==> src/hdl/srrip_pkg.sv <==
package srrip_pkg;

  typedef enum logic [1:0] {
    FUNC_HIT    = 2'd0,
    FUNC_MISS   = 2'd1,
    FUNC_INSERT = 2'd2,
    FUNC_INVAL  = 2'd3
  } func_e;

  localparam int unsigned SetInW = 10;
  localparam int unsigned WayInW = 3;

  // operation handed to the update logic along with the set word
  typedef struct packed {
    func_e              func;
    logic [WayInW-1:0]  way;
    logic               way_ok;
  } op_t;

endpackage

==> src/hdl/srrip_update.sv <==
module srrip_update #(
  parameter int unsigned ASSOC     = 8,
  parameter int unsigned RRPV_BITS = 2
) (
  input  logic [ASSOC*RRPV_BITS-1:0]  word_i,
  input  srrip_pkg::op_t              op_i,
  output logic [ASSOC*RRPV_BITS-1:0]  word_o,
  output logic [srrip_pkg::WayInW-1:0] victim_way_o,
  output logic                        victim_valid_o
);

  localparam int unsigned WAY_W = $clog2(ASSOC);
  localparam logic [RRPV_BITS-1:0] RMAX = {RRPV_BITS{1'b1}};
  localparam logic [RRPV_BITS-1:0] RINS = RMAX - RRPV_BITS'(1);

  logic [ASSOC-1:0]     cand;
  logic [ASSOC-1:0]     hit;
  logic [RRPV_BITS-1:0] top;
  logic [RRPV_BITS-1:0] add;
  logic [WAY_W-1:0]     vic;
  logic [WAY_W-1:0]     way;

  // set maximum found bit by bit from the MSB; cand ends as the ways holding it
  always_comb begin
    cand = '1;
    top  = '0;
    hit  = '0;
    for (int b = RRPV_BITS - 1; b >= 0; b--) begin
      for (int w = 0; w < ASSOC; w++) begin
        hit[w] = cand[w] & word_i[w*RRPV_BITS + b];
      end
      if (|hit) begin
        top[b] = 1'b1;
        cand   = hit;
      end
    end
  end

  assign add = RMAX - top;

  // ways at the maximum become RMAX after aging; pick the lowest
  always_comb begin
    vic = '0;
    for (int w = ASSOC - 1; w >= 0; w--) begin
      if (cand[w]) begin
        vic = WAY_W'(w);
      end
    end
  end

  assign way = WAY_W'(op_i.way);

  always_comb begin
    word_o = word_i;
    case (op_i.func)
      srrip_pkg::FUNC_MISS: begin
        for (int w = 0; w < ASSOC; w++) begin
          word_o[w*RRPV_BITS +: RRPV_BITS] = word_i[w*RRPV_BITS +: RRPV_BITS] + add;
        end
      end
      srrip_pkg::FUNC_HIT: begin
        if (op_i.way_ok) word_o[way*RRPV_BITS +: RRPV_BITS] = '0;
      end
      srrip_pkg::FUNC_INSERT: begin
        if (op_i.way_ok) word_o[way*RRPV_BITS +: RRPV_BITS] = RINS;
      end
      srrip_pkg::FUNC_INVAL: begin
        if (op_i.way_ok) word_o[way*RRPV_BITS +: RRPV_BITS] = RMAX;
      end
      default: begin
        word_o = word_i;
      end
    endcase
  end

  assign victim_valid_o = (op_i.func == srrip_pkg::FUNC_MISS);
  assign victim_way_o   = victim_valid_o ? srrip_pkg::WayInW'(vic) : '0;

endmodule

==> config.mk <==
export PLATFORM = sky130hd
export DESIGN_NAME = srrip_update
export DESIGN_NICKNAME = d
export VERILOG_FILES = /design/src/hdl/srrip_pkg.sv /design/src/hdl/srrip_update.sv
export SDC_FILE = /design/constraint.sdc
export NUM_CORES = 1
export LEC_CHECK = 0
export BUFFER_PORTS_ARGS = -buffer_cell sky130_fd_sc_hd__buf_4
export CAP_MARGIN = 15
export CELL_PAD_IN_SITES_DETAIL_PLACEMENT = 1
export CELL_PAD_IN_SITES_GLOBAL_PLACEMENT = 1
export CORE_ASPECT_RATIO = 0.8
export CORE_MARGIN = 5
export CORE_UTILIZATION = 32
export DETAILED_ROUTE_END_ITERATION = 16
export PLACE_DENSITY = 0.87
export SLEW_MARGIN = 30
export SYNTH_ARGS = -nofsm -noshare
export SYNTH_HDL_FRONTEND = slang
export SYNTH_SLANG_ARGS = --single-unit
==> constraint.sdc <==
create_clock -name vclk -period 2.6
set_clock_uncertainty 0.1 [all_clocks]
set_input_delay 0.26 -clock vclk [all_inputs]
set_output_delay 0.26 -clock vclk [all_outputs]
set_load 0.01 [all_outputs]
Yosys cells after proc, flatten, opt, wreduce, memory -nomap -nowiden
Index checks and enable logic that the tools add are counted.
W data, S select, Z words.
{ "word_totals": {"word_cells": 48, "out_inout_bits": 20, "reg_bits": 0, "inputBits": 22} }
{ "op_classes": {"eq_ne": 3, "n_mux": 20, "addsub": 10, "n_reduce_logical": 3, "n_shift": 4, "n_bitwise": 8} }
{ "op_table": {"columns": ["op", "n"], "rows": [
  ["$shiftx A2 B34 Y16 const A", 3],
  ["$pmux W16 S4", 1],
  ["$bwmux W16", 3],
  ["$mux W16", 3],
  ["$neg A4 Y34", 1],
  ["$shift A2 B34 Y16 const A", 1],
  ["$mux W3", 9],
  ["$add A2 B2 Y2", 8],
  ["$mux W8", 2],
  ["$reduce_or A8 Y1", 2],
  ["$and A1 B1 Y1", 8],
  ["$eq A2 B2 Y1 const B", 2],
  ["$eq A2 B1 Y1 const B", 1],
  ["$logic_not A2 Y1", 1],
  ["$mux W1", 2],
  ["$sub A2 B2 Y2 const A", 1]
]} }

Depth between registers and ports, before layout
{ "logic_depth": {"word_depth": 14, "ltp_mapped": 11} }

Worst setup path after synthesis
OpenSTA, ideal clock, no wires.
{ "synth_path": {"path_type": "input port to output port", "start": "input port word_i[1]", "end": "output port victim_way_o[2] (netlist bit)", "setup_slack_ns": 0.014, "cell_stages": 9, "arrival_ns": 2.226, "cell_sequence": "nor4_1 nand2_1 ha_1 nand2b_2 o2111a_1 a21oi_1 nor2_1 or4_1 nor4b_2"} }
{ "synth_between": {"elab_chain_len": 14, "elab_cells_between_ends": 21, "classes_between": "mux (11); bitwise (8); reduce/logical (2)"} }
{ "synth_rtl": {"columns": ["element", "line", "text"], "rows": [
  ["start, declared", "srrip_update.sv:5", "input logic [ASSOC*RRPV_BITS-1:0] word_i,"],
  ["$reduce_or A8 Y1", "srrip_update.sv:32", "if (|hit) begin"],
  ["$mux W8 (*)", "srrip_update.sv:32", null],
  ["$and A1 B1 Y1", "srrip_update.sv:30", "hit[w] = cand[w] & word_i[w*RRPV_BITS + b];"],
  ["$reduce_or A8 Y1", "srrip_update.sv:32", null],
  ["$mux W8 (*)", "srrip_update.sv:32", null],
  ["$mux W3 (7 in a row)", "srrip_update.sv:45", "if (cand[w]) begin"],
  ["$mux W3 (*)", "srrip_update.sv:45", null],
  ["$mux W3 (*)", "srrip_update.sv:77", "assign victim_way_o = victim_valid_o ? srrip_pkg::WayInW'(vic) : '0;"],
  ["end, declared", "srrip_update.sv:8", "output logic [srrip_pkg::WayInW-1:0] victim_way_o,"]
]} }
Mark *: on every way between the ends. The rest lies on a longest branch, timed or not.

Worst setup path after layout
{ "layout_path": {"start": "input port word_i[13]", "end": "output port victim_way_o[2] (netlist bit)"} }
Same word-level chain as after synthesis.

==> impl_metrics.tcl <==
set metrics [dict create \
    violations "setup timing" \
    hold_viol 0 \
    drv_cap 0 \
    overflow 0 \
    dr.first_iter.drc_count 57 \
    syn_area_um2 1060 \
    cpPeakStageDelay_ps 520 \
    drcViolationCount 0 \
    cp_max_fo 7 \
    regArea_um2 0 \
    max_freq_mhz 309 \
    cp.depth 12 \
    finalSetupViolCount 19 \
    worst_hold_path.num_cells 4 \
    hold_buffers 0 \
    dr.pass1.iters 4 \
    wl_per_cell_um 25.5 \
    grt.total_usage_pct 28.4 \
    synth_cells 150 \
    port_buffers 42 \
    total_power_w 0.000413 \
    ir_drop_mv 0.104 \
    nets 266 \
    worstHoldStart "word_i[9]" \
    layout-drive-gt1-share_pct 61.1 \
    cp_data_arrival_time_ps 2880 \
    rsz0062_at_grt "true" \
    seq_cell_count 0 \
    worst-path-buf-inv 3 \
    synth_top_area_cell "ha_1" \
    ant_nets 0 \
    pwr_density_cell_nw_per_um2 194 \
    p_leak_nw 1.03 \
    dp_hpwl_um 3530 \
    crit_type "input port to output pin" \
    stdcell_area_um2 2130 \
    core.rowCount 18 \
    area_growth_pct 101 \
    synth_nets 193 \
    yosysTopAreaCellShare_pct 24.9 \
    vias_per_cell 5.89 \
    layout.cells.non_filler 261 \
    clock_buffers 0 \
    final_critical_path_setup_slack_ps -637 \
    yosysUniqueCellTypes 34 \
    ys_warn_count 0 \
    ys_seq_area_share_pct 0 \
    gp_routability_congestion 0.835 \
    cp_top_family "simple AND/OR/NAND/NOR gates" \
    antenna_found_initial 0 \
    ios 42 \
    fp.dieArea_um2 4560 \
    required_ps 2240 \
    synth_commonest_cells "ha_1 (21), nand2_1 (20), mux2i_1 (15)" \
    die-height_um 61.4 \
    grt_pass1_wl_um 9710 \
    fin_crit_sh_pct 125 \
    place_inst 245 \
    syn_avg_cell_area_um2 7.05 \
    die_w_um 74.3 \
    worst_setup_path_start_kind "input port" \
    antennaDiodeCount 0 \
    grt_max_degree 23 \
    cp-end-kind "output pin" \
    min_period_ps 3240 \
    worst_pin_slew_ps 860 \
    via_count 1538 \
    cp_slowest_cell "or4_1" \
    maxSlewViolCount 0 \
    utilization_pct 68.0 \
    whs_endpoint "word_o[9]" \
    synth_area_leaders "ha_1 (25%), mux2i_1 (14%), nand2_1 (7.1%)" \
    grt_pass1_vias 1771 \
    outcome "finished, violations left" \
    drt-total-wl_um 6650 \
    coreArea_um2 3130 \
    relSlewSlack_pct 42.6 \
    start_util_pct 33.8 \
    hold_class "input port to output pin" \
    placed_cell_area_um2 1540 \
    tns_ps -7460 \
    synth.most_common_cell "ha_1" \
    crit_chain "buf_8 > nor4_4 > nand2_1 > buf_6 > ha_4 > nand2b_1 > o2111a_2 > a21oi_1 > nor2_1 > or4_1 > nor4b_4 > buf_4" \
]
==> metal layers <==
metal / GRT usage, % / wire [µm] / vias up
met2: 51.4 / 3200 / 79
li1: - / - / 676
met4: 9.64 / 335 / 0
met1: 34.8 / 2690 / 751
met5: 0 / 0 / -
met3: 4.08 / 423 / 32
==> repair_timing <==
action,in CTS,in global routing
endpoints found under the setup margin,19,19
pin swaps,15,1
cloned,1,0
setup buffers,12,3
gates resized for setup,79,19
==> worst max-delay path by stage <==
stage | start | endpoint | slack [ps]
after floorplan | word_i[1] | victim_way_o[2] | 10
after global placement | word_i[11] | victim_way_o[2] | -550
after detailed placement | word_i[11] | victim_way_o[2] | -690
after CTS | word_i[13] | victim_way_o[2] | -290
after global routing | word_i[13] | victim_way_o[2] | -650
final | word_i[13] | victim_way_o[2] | -640
==> where the power goes <==
part / internal (W) / switching (W)
logic: 0.000200 / 0.000213
clock network: 0 / 0
registers: 0 / 0
==> kinds of logic (layout without fill, tap and decap cells) <==
| logic type | count (synthesis) | in the layout | synth area share [%] |
|---|---|---|---|
| compound gates | 36 | 36 | 22.2 |
| mux | 15 | 15 | 14.2 |
| xor+xnor | 8 | 8 | 6.63 |
| buf+inv | 20 | 91 | 7.22 |
| simple gates | 50 | 50 | 24.9 |
| fa+ha+maj | 21 | 21 | 24.9 |
==> per-stage QoR <==
step | worst slack (ps) | hold slack [ps]
detailed placement | -689 | 798
global placement | -551 | 795
finish | -637 | 794
global route | -647 | 838
floorplan | 14.3 | 627
CTS | -293 | 776
==> layout by cell type, fill, tap and decap left out, types with 2 or more instances in the layout <==
master    instances
a21oi_1           6
a21oi_2           5
buf_12            2
buf_4            61
buf_6             8
buf_8             4
ha_1              6
ha_4             14
inv_1            13
mux2i_1          15
nand2_1          17
nand2_2           3
nand2b_1          2
nor2_1            5
nor2_2            3
nor2_4            4
nor3_1            2
o21ai_0           2
o21ai_1           4
o21ai_2           9
xor2_1            6
xor2_2            2
==> area by class of cell <==
cell class                 count  area, µm²
timing repair inverter         1       16.3
inverter                      15       66.3
timing repair buffer          75        648
multi-input combinational    130       1350
tap                           40       50.0
fill                         340       1000
Note: power is estimated with default switching activity, not from simulation.
